File: config.mk
export PLATFORM = sky130hd
export DESIGN_NAME = rpn_div
export DESIGN_NICKNAME = d
export VERILOG_FILES = /design/src/hw/rtl/rpn_stack_calculator_unit_macros.svh /design/src/hw/rtl/rpn_pkg.sv /design/src/hw/rtl/rpn_div.sv
export SDC_FILE = /design/constraint.sdc
export NUM_CORES = 1
export LEC_CHECK = 0
export BUFFER_PORTS_ARGS = -buffer_cell sky130_fd_sc_hd__buf_2
export CORE_ASPECT_RATIO = 1.4
export CORE_MARGIN = 2
export CORE_UTILIZATION = 48
export DETAILED_ROUTE_END_ITERATION = 10
export PLACE_DENSITY = 0.8
export REMOVE_ABC_BUFFERS = 1
export SLEW_MARGIN = 20
export SYNTH_ARGS = -nofsm -noshare
export SYNTH_HDL_FRONTEND = slang
export SYNTH_SLANG_ARGS = --single-unit
File: constraint.sdc
create_clock -name clk -period 8.4 [get_ports clk]
set_clock_uncertainty 0.2 [all_clocks]
set_input_delay 2.52 -clock clk [delete_from_list [all_inputs] [get_ports clk]]
set_output_delay 2.52 -clock clk [all_outputs]
set_load 0.01 [all_outputs]
File: src/hw/rtl/rpn_stack_calculator_unit_macros.svh
// Assertion macros for the RPN stack calculator.
// Used by rpn_stack_calculator_unit only; no other dependencies.
`ifndef RPN_STACK_CALCULATOR_UNIT_MACROS_SVH
`define RPN_STACK_CALCULATOR_UNIT_MACROS_SVH

// Implication checked at every rising clock edge outside reset.
`define RPN_ASSERT_IMP(label, clk, rst, ante, cons, msg) \
  label: assert property (@(posedge clk) disable iff (rst) (ante) |-> (cons)) else $error(msg);

// Next-cycle implication checked outside reset.
`define RPN_ASSERT_NEXT(label, clk, rst, ante, cons, msg) \
  label: assert property (@(posedge clk) disable iff (rst) (ante) |=> (cons)) else $error(msg);

`endif

File: src/hw/rtl/rpn_pkg.sv
// Shared types and constants for the RPN stack calculator.
// No dependencies.
package rpn_pkg;

  typedef enum logic [2:0] {
    ACT_PUSH = 3'd0,
    ACT_ADD  = 3'd1,
    ACT_SUB  = 3'd2,
    ACT_MUL  = 3'd3,
    ACT_DIV  = 3'd4,
    ACT_MOD  = 3'd5,
    ACT_PRINT = 3'd6,
    ACT_CLEAR = 3'd7
  } action_t;

  typedef enum logic [1:0] {
    ST_OK    = 2'd0,
    ST_EMPTY = 2'd1,
    ST_FULL  = 2'd2,
    ST_DIVZ  = 2'd3
  } status_t;

  typedef enum logic [3:0] {
    S_IDLE,
    S_RD_B,
    S_WAIT_B,
    S_RD_A,
    S_WAIT_A,
    S_CALC,
    S_DIV_WAIT,
    S_WRITE,
    S_RD_TOP,
    S_WAIT_TOP,
    S_OUT
  } state_t;

  // Request to the divider: unsigned magnitudes; the caller applies signs.
  typedef struct packed {
    logic        start;
    logic [63:0] dividend;
    logic [31:0] divisor;
  } div_req_t;

  typedef struct packed {
    logic        done;
    logic [63:0] quotient;
    logic [31:0] remainder;
  } div_rsp_t;

  function automatic logic signed [31:0] sat32(input logic signed [65:0] x);
    logic signed [31:0] r;
    if (x > 66'sh0_0000_0000_7FFF_FFFF) r = 32'sh7FFF_FFFF;
    else if (x < -66'sh0_0000_0000_8000_0000) r = 32'sh8000_0000;
    else r = x[31:0];
    return r;
  endfunction

endpackage

File: src/hw/rtl/rpn_div.sv
// Unsigned restoring divider, one quotient bit per cycle.
// Depends on rpn_pkg for the request and response structs.
module rpn_div (
  input  logic             clk,
  input  logic             rst,
  input  rpn_pkg::div_req_t req,
  output rpn_pkg::div_rsp_t rsp
);

  logic [63:0] quo;
  logic [32:0] rem;
  logic [31:0] dvs;
  logic [6:0]  count;
  logic        busy;
  logic        done;
  logic [32:0] trial;

  always_comb begin
    trial = {rem[31:0], quo[63]} - {1'b0, dvs};
  end

  always_ff @(posedge clk) begin
    if (rst) begin
      busy  <= 1'b0;
      count <= '0;
      done  <= 1'b0;
    end else begin
      done <= 1'b0;
      if (req.start) begin
        busy  <= 1'b1;
        count <= 7'd64;
        quo   <= req.dividend;
        dvs   <= req.divisor;
        rem   <= '0;
      end else if (busy) begin
        if (!trial[32]) begin
          rem <= trial;
          quo <= {quo[62:0], 1'b1};
        end else begin
          rem <= {rem[31:0], quo[63]};
          quo <= {quo[62:0], 1'b0};
        end
        count <= count - 7'd1;
        if (count == 7'd1) begin
          busy <= 1'b0;
          done <= 1'b1;
        end
      end
    end
  end

  assign rsp = {done, quo, rem[31:0]};

endmodule

==> results of run 1 <==
-- metrics by stage --
step           utilization  instances  worst slack (ns)
6_report             0.601       1055              3.45
5_1_grt              0.601       1055              3.27
4_1_cts              0.600       1054              3.47
3_5_place_dp         0.561       1022              3.05
3_3_place_gp         0.561       1022              3.08
2_1_floorplan            -        627              1.08
-- metal layers --
metal | vias to the layer above | wire length [µm] | GRT usage
met5 | - | 0 | 0
met4 | 0 | 425 | 0.0833
met3 | 41 | 1230 | 0.0629
met2 | 218 | 9870 | 0.392
li1 | 2871 | - | -
met1 | 2907 | 7210 | 0.259
-- cells by family after synthesis --
group | synth area share
flops | 0.530
simple gates | 0.102
buf+inv | 0.0404
mux | 0.0963
xor+xnor | 0.0242
fa+ha+maj | 0.0587
compound gates | 0.148
-- state kept, by name, summed over array words and instances, names as in the netlist --
register / flops
busy: 1
count: 7
done: 1
dvs: 32
quo: 64
rem: 32
-- worst max-delay path: stages --
cell,delay (ns)
buf_4,0.46
nor2_1,0.18
nor2_4,0.73
buf_4,0.83
-- how the worst max path moves through the flow --
stage / startpoint / end / slack [ns] / cells after the start
after floorplan: req[96] / quo[0] / 1.08 / 2
after global placement: req[96] / quo[14] / 3.08 / 4
after detailed placement: req[96] / quo[14] / 3.05 / 4
after CTS: req[96] / rem[12] / 3.47 / 4
after global routing: req[96] / rem[12] / 3.27 / 4
final: req[96] / quo[43] / 3.45 / 4
-- power by group through the flow --
stage | Sequential, mW | Combinational (mW) | Clock, mW
after floorplan | 0.877 | 0.299 | 0
final | 0.849 | 0.471 | 0.785
after CTS | 0.850 | 0.468 | 0.794
after global routing | 0.856 | 0.518 | 0.814
after detailed placement | 0.863 | 0.464 | 0
after global placement | 0.862 | 0.456 | 0
-- area by class of cell --
| class | instances | area share |
|---|---|---|
| repair buffers | 199 | 0.108 |
| multi-input cells | 449 | 0.352 |
| clock buffers | 18 | 0.0460 |
| flip-flops and latches | 137 | 0.431 |
| well taps | 196 | 0.0263 |
| inverters | 41 | 0.0165 |
| clock inverters | 14 | 0.0197 |
| diodes | 1 | 0.000268 |
-- placed cells by master, fill, tap and decap left out, types with 4 or more instances in the layout --
cell       synthesis  routed
mux2_2            64      64
nand2_1           35      35
xnor2_1           13      13
and2_1             4       4
o21ai_0           46      46
or3_1              5       5
xor2_1             8       8
ha_1              34      34
nand2b_1           7       7
a211oi_1          10      10
nor3_1            11      11
buf_2              4     194
o21a_1             8       8
o22ai_1            4       4
edfxtp_1         128     128
and3_1             6       6
a31oi_1            4       4
nand3_1           18      18
o211ai_1           7       7
nor2_1            33      31
o2111ai_1          5       5
clkbuf_16          0      17
inv_1             41      41
inv_6              0       6
a21oi_1           57      57
buf_4              1       5
a21o_1            12      12
nand4_1            8       8
dfxtp_1            9       9
-- cells in the mapped netlist, drive strengths merged (9+ instances only) --
master,n
nand2,35
mux2,64
ha,34
inv,41
buf,10
edfxtp,128
nor3,11
a211oi,12
a21oi,59
clkbuf,22
nand3,19
dfxtp,9
xnor2,13
nor2,34
o21ai,48
a21o,12
==> reports/summary.txt, run 1 <==
Clock latency reported for the late side of the worst-skew pair -> 0.42 ns
H-tree Lvls -> 4
Max-slew violation total from the final report -> 0
Antenna violations before repair -> 1
Number of iterations in the first detailed-routing pass -> 5
Maximum resistive drop on vdd -> 139 µV
Height of the die -> 153 µm
Worst-case hold slack -> 0.302 ns
Reg-to-reg critical path startpoint -> rem[4]
Post-cts hold buffer count -> 0
Share of flip-flops with an asynchronous set or reset after synthesis -> 0
Overall overflow remaining after global route -> 0
Area of combinational cells with multiple inputs -> 3290 µm²
Count of mapped cells out of synthesis -> 659
Power share of the sequential group -> 0.403
Cell area after synthesis -> 7590 µm²
Clock buffer count from CTS -> 17
Maximum number of pins on one net before global-route repair -> 69
Post-synth top area cell -> edfxtp_1
Crit share post-route -> 0.589
Worst-margin pin slew -> 1.11 ns
Highest net fanout along the worst path -> 68
Clock sink count -> 137
Worst R2R End -> rem[14]
Worst relative slew slack -> 0.261
Accumulated negative setup slack -> 0 ns
Area grow syn2layout -> 23.0%
Via count of the first global-routing pass -> 6155
Leak -> 3.86 nW
Tightest Hold Check Type -> reg2reg
Longest Clk Path Bufs -> 2
Total wire length -> 18700 µm
Share of layout cells above drive strength 1 -> 0.360
Fin. Hold Viols -> 0
Area of the core -> 15500 µm²
Number of input and output port buffers inserted -> 195
Critical Path AT -> 4.79 ns
Highest attainable clock frequency -> 202 MHz
Outcome -> complete, no violations
Synth unique cells -> 65
Reg2Reg Setup Slack -> 4.34 ns
Startpoint of the lowest-slack hold path -> count[1]
Launching element type of the critical path -> input pin
Area enclosed by the die boundary -> 16800 µm²
Area of all placed cells without fillers -> 9330 µm²
Global-route usage over all layers -> 0.225
Synthesis Warnings -> 0
CTS tree -> done
Internal -> 1.49 mW
Number of post-CTS setup repair buffers -> 0
Initial drt markers -> 373
Most instantiated flip-flop cell in the synthesis netlist -> edfxtp_1
Routed wirelength normalized by instance count -> 17.8 µm
Global-route wire length before repair -> 29700 µm
Endpoint with the worst hold slack -> count[1]
Seq/Total Area, Yosys -> 0.530
Clock edge transition at the registers on the reported setup and hold paths -> 0.06 ns
DP Wirelength -> 13400 µm
Clock Tree Root -> clkbuf_16
Clock network fraction of total power -> 0.373
Switching Fraction -> 0.292
Number of filler instances in the final layout -> 1300
Share of Yosys cell area claimed by the top area cell type -> 0.507
Remaining DRCs -> 0
Number of rows in the core area -> 54
Count of endpoints failing setup in the final report -> 0
Number of vias per cell after detailed routing -> 5.72
WS Path Type -> in2reg
Final nets -> 979
Number of cells on the worst reg-to-reg path -> 9
Via count of the routed design -> 6037
Required time at the endpoint of the critical path -> 8.24 ns
Die Wd -> 110 µm
Last weighted congestion value of the routability-driven placer -> 0.899
Worst hold stages -> 2
Power density over cell area -> 226 nW/µm²
Setup repair after global routing missed its margin -> no
Post-DP Area -> 8720 µm²
Max-cap check violation count -> 0
Setup crit end kind -> flip-flop
Post-CTS Resized -> 0
Post-synth EDFFs -> 128
Clock period minus final worst setup slack -> 4.95 ns
Sequential cell area in the final layout -> 4020 µm²
Effective utilization at floorplan -> 0.488
Syn_area_per_cell -> 11.5 µm²
Overall power consumption -> 2.11 mW
Number of top-level pins -> 196
Reported net switching power -> 0.615 mW
Count of state elements after synthesis -> 137
Remaining antenna violation count after routing -> 0
Power share of the combinational group -> 0.224
Synth top area cells -> edfxtp_1 (51%), mux2_2 (9.5%), ha_1 (5.6%)
Power figures use the tool's default switching activity.
==> run 2: changes to the inputs <==
- ABC_AREA: unset -> 1
- PLACE_DENSITY: 0.8 -> 0.82
- clock period: 8.4 -> 4.4 ns (I/O delays scaled with it)
==> reports/summary.txt, run 2 <==
Outcome -> complete, no violations
Fin. Hold Viols -> 0 (unchanged)
Longest Clk Path Bufs -> 2 (unchanged)
Via count of the routed design -> 7432 (+23%)
Clock edge transition at the registers on the reported setup and hold paths -> 0.06 ns (about the same)
Synth cell count leaders -> nand2_1 (483), inv_1 (161), edfxtp_1 (128)
Leak -> 5.50 nW (+43%)
Setup crit end kind -> flip-flop
Routed wirelength normalized by instance count -> 13.8 µm (-22%)
Count of state elements after synthesis -> 137 (unchanged)
Post-cts hold buffer count -> 0 (unchanged)
Worst relative slew slack -> 0.580 (+0.319)
Count of endpoints failing setup in the final report -> 0 (unchanged)
Share of Yosys cell area claimed by the top area cell type -> 0.452 (-0.0549)
Syn_area_per_cell -> 7.68 µm² (-33%)
Number of iterations in the first detailed-routing pass -> 7 (+2)
Remaining DRCs -> 0 (unchanged)
Clock Tree Root -> clkbuf_16
Effective utilization at floorplan -> 0.491 (+0.00276)
Area grow syn2layout -> 21.5%
Most used cells in the layout excluding fill and tap cells -> nand2_1 (483), buf_2 (195), inv_1 (161)
Number of vias per cell after detailed routing -> 4.78 (-17%)
Clock sink count -> 137 (unchanged)
Total wire length -> 21500 µm (+15%)
Share of layout cells above drive strength 1 -> 0.225 (-0.135)
Number of flip-flops in the largest register -> 64 (unchanged)
Remaining antenna violation count after routing -> 0 (unchanged)
Synth unique cells -> 39 (-40%)
Met1 global-route usage -> 0.257 (-0.00145)
Overall overflow remaining after global route -> 0 (unchanged)
Number of input and output port buffers inserted -> 195 (unchanged)
Share of flip-flops with an asynchronous set or reset after synthesis -> 0 (unchanged)
Largest registers -> quo: 64 flops, dvs: 32 flops, rem: 32 flops
Crit share post-route -> 0.688
Power density over cell area -> 444 nW/µm² (+97%)
Worst-margin pin slew -> 0.630 ns (-0.478 ns)
Top-count cell post-synth -> nand2_1
Antenna violations before repair -> 0 (-1)
Number of post-CTS setup repair buffers -> 0 (unchanged)
Area of the core -> 17300 µm² (+12%)
Clock network fraction of total power -> 0.318 (-0.055)
Clock buffer count from CTS -> 17 (unchanged)
Global-route usage over all layers -> 0.235 (+0.00985)
Post-CTS Resized -> 0 (unchanged)
M2 GR Usage -> 0.429 (+0.0371)
Internal -> 2.96 mW (+98%)
Power share of the sequential group -> 0.370 (-0.033)
Area enclosed by the die boundary -> 18800 µm² (+12%)
Maximum resistive drop on vdd -> 306 µV (+120%)
Critical Path AT -> 3.01 ns (-1.78 ns)
Reported net switching power -> 1.63 mW (+170%)
Most instantiated flip-flop cell in the synthesis netlist -> edfxtp_1
Maximum number of pins on one net before global-route repair -> 66 (-4.3%)
Most common cell after layout, fill and taps aside -> nand2_1
Number of filler instances in the final layout -> 1544 (+19%)
Required time at the endpoint of the critical path -> 4.39 ns (-3.85 ns)
Clock latency reported for the late side of the worst-skew pair -> 0.43 ns (about the same)
Sequential cell area in the final layout -> 4020 µm² (unchanged)
Global-route wire length before repair -> 34300 µm (+16%)
Initial drt markers -> 328 (-12%)
Routing usage on met3 -> 0.0503 (-0.0126)
DP Wirelength -> 16400 µm (+23%)
Area of combinational cells with multiple inputs -> 3720 µm² (+13%)
H-tree Lvls -> 4 (unchanged)
Max-cap check violation count -> 0 (unchanged)
Launching element type of the critical path -> flip-flop
Power share of the combinational group -> 0.312 (+0.088)
Setup repair after global routing missed its margin -> no
Final nets -> 1441 (+47%)
WS Path Type -> reg2reg
Non-filler instance count after layout -> 1556 (+47%)
Seq/Total Area, Yosys -> 0.473 (-0.0575)
Most utilized layer in the global route result -> met2
Synthesis Warnings -> 0 (unchanged)
Height of the die -> 162 µm (+5.7%)
Post-synth EDFFs -> 128 (unchanged)
Post-DP Area -> 9730 µm² (+12%)
Area of all placed cells without fillers -> 10300 µm² (+11%)
Reg with most FFs -> quo
Number of rows in the core area -> 57 (+5.6%)
Last weighted congestion value of the routability-driven placer -> 0.974 (+8.4%)
Post-synth top area cell -> edfxtp_1
Switching Fraction -> 0.356 (+0.0639)
CTS tree -> done
Via count of the first global-routing pass -> 7457 (+21%)
Max-slew violation total from the final report -> 0 (unchanged)
Highest attainable clock frequency -> 331 MHz
Count of mapped cells out of synthesis -> 1108 (+68%)
Cell area after synthesis -> 8510 µm² (+12%)
Number of top-level pins -> 196 (unchanged)
Antenna fix cells -> 0 (-1)
Highest net fanout along the worst path -> 33 (-51%)
Die Wd -> 117 µm (+5.7%)
Tightest Hold Check Type -> reg2reg
Synth top area cells -> edfxtp_1 (45%), nand2_1 (21%), inv_1 (7.1%)
Placed Cells incl. Taps -> 1523 (+49%)
Clock period minus final worst setup slack -> 3.03 ns
Post-layout util -> 0.597 (-0.00371)
[run 2: kinds of logic after synthesis]
kind of cell	synth area share
AND/OR/NAND/NOR	0.344
buffers and inverters	0.0922
flip-flops	0.473
adder cells (fa/ha/maj)	0.0523
AO/OA/AOI/OAI	0.0237
XOR/XNOR	0.0154
[run 2: final cells by class]
cell class | count | share of cell area
multi-input cells | 776 | 0.360
well taps | 236 | 0.0285
clock buffers | 18 | 0.0415
clock inverters | 14 | 0.0155
inverters | 172 | 0.0624
flip-flops and latches | 137 | 0.389
repair buffers | 203 | 0.103
[run 2: worst max-delay path: stages, from the launching register on]
cell and delay (ns):
edfxtp_1 0.38, inv_1 0.06, ha_1 0.22, fa_1 0.43, inv_1 0.12, nand2_1 0.05
nand2_1 0.11, nand3_2 0.08, nand2_2 0.11, nand2_2 0.07, nand2_4 0.08, nand2_4 0.07
nand2_4 0.07, nand2_2 0.06, nand2_4 0.41, nand2_1 0.12, nand2_1 0.09, nor2_1 0.04
[run 2: power by group through the flow]
| stage | clock (mW) | sequential [mW] | combinational (mW) |
|---|---|---|---|
| finish | 1.46 | 1.70 | 1.43 |
| global route | 1.52 | 1.71 | 1.62 |
| CTS | 1.47 | 1.70 | 1.43 |
| detailed placement | 0 | 1.72 | 1.42 |
| global placement | 0 | 1.72 | 1.39 |
| floorplan | 0 | 1.78 | 0.951 |
[run 2: layer usage]
layer | vias up | share of wire
met1 | 3338 | 0.38
met5 | - | 0
met4 | 0 | 0.032
met2 | 226 | 0.53
met3 | 45 | 0.061
li1 | 3823 | -
[run 2: final timing paths]
check,cells after the start,from,to,slack [ns]
worst max register to register,17,quo[63],rem[2],1.37
worst min register to register,2,count[6],count[6],0.32
worst min-delay path,2,count[6],count[6],0.32
worst max-delay path,17,quo[63],rem[2],1.37
[run 2: stage by stage]
stage	TNS, ns	worst slack [ns]	power, mW	hold WS (ns)
after global routing	0	1.14	4.85	0.345
after CTS	0	1.36	4.61	0.316
after global placement	0	1.49	3.11	0.272
final	0	1.37	4.59	0.320
after detailed placement	0	1.39	3.14	0.266
after floorplan	-503.89	-5.20	2.73	0.242
==> run 3: changes to the inputs <==
- clock period: 4.4 -> 2.6 ns (I/O delays scaled with it)
==> reports/summary.txt, run 3 (synthesis gave the netlist of run 2 again) <==
Reg with most FFs -> quo
Worst setup startpoint -> rem[23]
H-tree Lvls -> 4 (unchanged)
Clock latency reported for the late side of the worst-skew pair -> 0.43 ns (about the same)
Worst-case hold slack -> 0.298 ns (-0.0226 ns)
Power density over cell area -> 748 nW/µm² (+69%)
Routed wirelength normalized by instance count -> 14.5 µm (+4.8%)
Overall power consumption -> 8.19 mW (+78%)
Last weighted congestion value of the routability-driven placer -> 0.948 (-2.6%)
Antenna fix cells -> 0 (unchanged)
Worst setup path endpoint -> rem[23]
Number of iterations in the first detailed-routing pass -> 5 (-2)
Setup repair after global routing missed its margin -> yes
Launching element type of the critical path -> flip-flop
Post-layout util -> 0.632 (+0.0347)
Remaining DRCs -> 0 (unchanged)
Worst R2R End -> rem[23]
Clock sink count -> 137 (unchanged)
Tightest Hold Check Type -> reg2reg
Accumulated negative setup slack -> -0.0351 ns (-0.0351 ns)
Outcome -> finished, violations left
Highest net fanout along the worst path -> 6 (-82%)
Worst relative slew slack -> 0.583 (+0.00299)
Number of flip-flops in the largest register -> 64 (unchanged)
Via count of the first global-routing pass -> 7606 (+2.0%)
Post-cts hold buffer count -> 0 (unchanged)
Global-route usage over all layers -> 0.246 (+0.0115)
Crit share post-route -> 1.00 (+0.316)
Critical Path AT -> 2.59 ns (-0.42 ns)
Maximum number of pins on one net before global-route repair -> 66 (unchanged)
Worst-case setup margin in the final layout -> -0.00939 ns (-1.38 ns)
Clock period minus final worst setup slack -> 2.61 ns (-0.416 ns)
Max-slew violation total from the final report -> 0 (unchanged)
Required time at the endpoint of the critical path -> 2.58 ns (-1.81 ns)
Violated checks -> negative setup slack
Total wire length -> 23000 µm (+6.8%)
Reg2Reg Setup Slack -> -0.009 ns (-1.38 ns)
Longest Clk Path Bufs -> 2 (unchanged)
Reg-to-reg critical path startpoint -> rem[23]
Height of the die -> 162 µm (unchanged)
WS Path Type -> reg2reg
Remaining antenna violation count after routing -> 0 (unchanged)
Number of top-level pins -> 196 (unchanged)
Max-cap check violation count -> 0 (unchanged)
DP Wirelength -> 17100 µm (+3.9%)
Fin. Hold Viols -> 0 (unchanged)
M2 GR Usage -> 0.458 (+0.0285)
Clock Tree Root -> clkbuf_16
Antenna violations before repair -> 0 (unchanged)
Effective utilization at floorplan -> 0.491 (unchanged)
Number of vias per cell after detailed routing -> 4.84 (+1.3%)
Worst-margin pin slew -> 0.625 ns (-0.00449 ns)
Area enclosed by the die boundary -> 18800 µm² (unchanged)
Number of input and output port buffers inserted -> 195 (unchanged)
Overall overflow remaining after global route -> 0 (unchanged)
Leak -> 5.67 nW (+3.1%)
Count of endpoints failing setup in the final report -> 7 (+7)
Most common cell after layout, fill and taps aside -> nand2_1
Area grow syn2layout -> 28.6%
Area of the core -> 17300 µm² (unchanged)
Number of cells on the worst reg-to-reg path -> 13 (-4)
Largest registers -> quo: 64 flops, dvs: 32 flops, rem: 32 flops
Global-route wire length before repair -> 36100 µm (+5.1%)
Initial drt markers -> 452 (+38%)
Most utilized layer in the global route result -> met2
Setup crit end kind -> flip-flop
Clock buffer count from CTS -> 17 (unchanged)
Clock edge transition at the registers on the reported setup and hold paths -> 0.06 ns (about the same)
Final nets -> 1471 (+2.1%)
Number of rows in the core area -> 57 (unchanged)
Via count of the routed design -> 7675 (+3.3%)
Most used cells in the layout excluding fill and tap cells -> nand2_1 (472), buf_2 (195), inv_1 (160)
Maximum resistive drop on vdd -> 606 µV (+98%)
Routing usage on met3 -> 0.0529 (+0.00263)
Die Wd -> 117 µm (unchanged)
Met1 global-route usage -> 0.278 (+0.0203)
Highest attainable clock frequency -> 383 MHz (+16%)
Share of layout cells above drive strength 1 -> 0.279 (+0.0535)
CTS tree -> done
[run 3: cell types whose count changed in the layout (fill, tap and decap cells not counted), moves of 3 or more]
| cell | before | now |
|---|---|---|
| nand2_2 | 17 | 27 |
| nor2_1 | 105 | 91 |
| nand2_1 | 483 | 472 |
| buf_12 | 1 | 4 |
| ha_1 | 34 | 16 |
| ha_4 | 0 | 16 |
| buf_4 | 6 | 28 |
| nor2_2 | 13 | 25 |
[run 3: per-layer routing]
metal / wire (µm) / vias to the layer above / share of wire
met1: 8970 / 3529 / 0.39
met5: 0 / - / 0
met2: 12300 / 230 / 0.53
met3: 1250 / 30 / 0.054
li1: - / 3886 / -
met4: 487 / 0 / 0.021
[run 3: worst min path at each step]
stage,from,endpoint,slack [ns],cells after the start
final,count[6],count[6],0.30,2
after global placement,count[6],count[6],0.27,2
after detailed placement,count[6],count[6],0.28,2
after floorplan,count[6],count[6],0.24,2
after global routing,req[26],dvs[26],0.32,1
after CTS,count[6],count[6],0.29,2
[run 3: repair_timing]
action	in CTS	in global routing
setup endpoints to repair	28	33
pin swaps	0	11
buffers inserted	2	3
gates cloned	1	2
resized for setup	9	50
[run 3: power breakdown]
group	internal, mW	total, mW	switching [mW]
Clock	1.34	2.38	1.03
Sequential	2.72	2.89	0.167
Combinational	1.15	2.92	1.77
[run 3: cell type report]
class / count / area [µm²]
inverters: 172 / 646
well taps: 236 / 295
clock buffers: 18 / 429
flip-flops and latches: 137 / 4020
multi-input cells: 777 / 4060
repair buffers: 232 / 1360
fillers: 1528 / 6380
clock inverters: 14 / 140
[run 3: worst max-delay path: stages, from the launching register on]
cell and delay (ns):
edfxtp_1 0.44, ha_1 0.46, nand2_1 0.12, nor2_1 0.18, nand2_1 0.11, nor2_2 0.17
nand2_4 0.09, nand2_4 0.09, nand2_4 0.06, nand2_8 0.13, buf_12 0.17, nand2_4 0.05
nand2_2 0.05, nor2_2 0.04
[run 3: stage by stage]
| step | area (µm²) | setup WS (ns) | instances |
|---|---|---|---|
| 4_1_cts | 10600 | -0.0157 | 1581 |
| 6_report | 10900 | -0.00939 | 1586 |
| 3_3_place_gp | 9920 | 0.0400 | 1546 |
| 5_1_grt | 10900 | -0.131 | 1586 |
| 3_5_place_dp | 9920 | -0.0388 | 1546 |
| 2_1_floorplan | 8370 | -6.46 | 1085 |
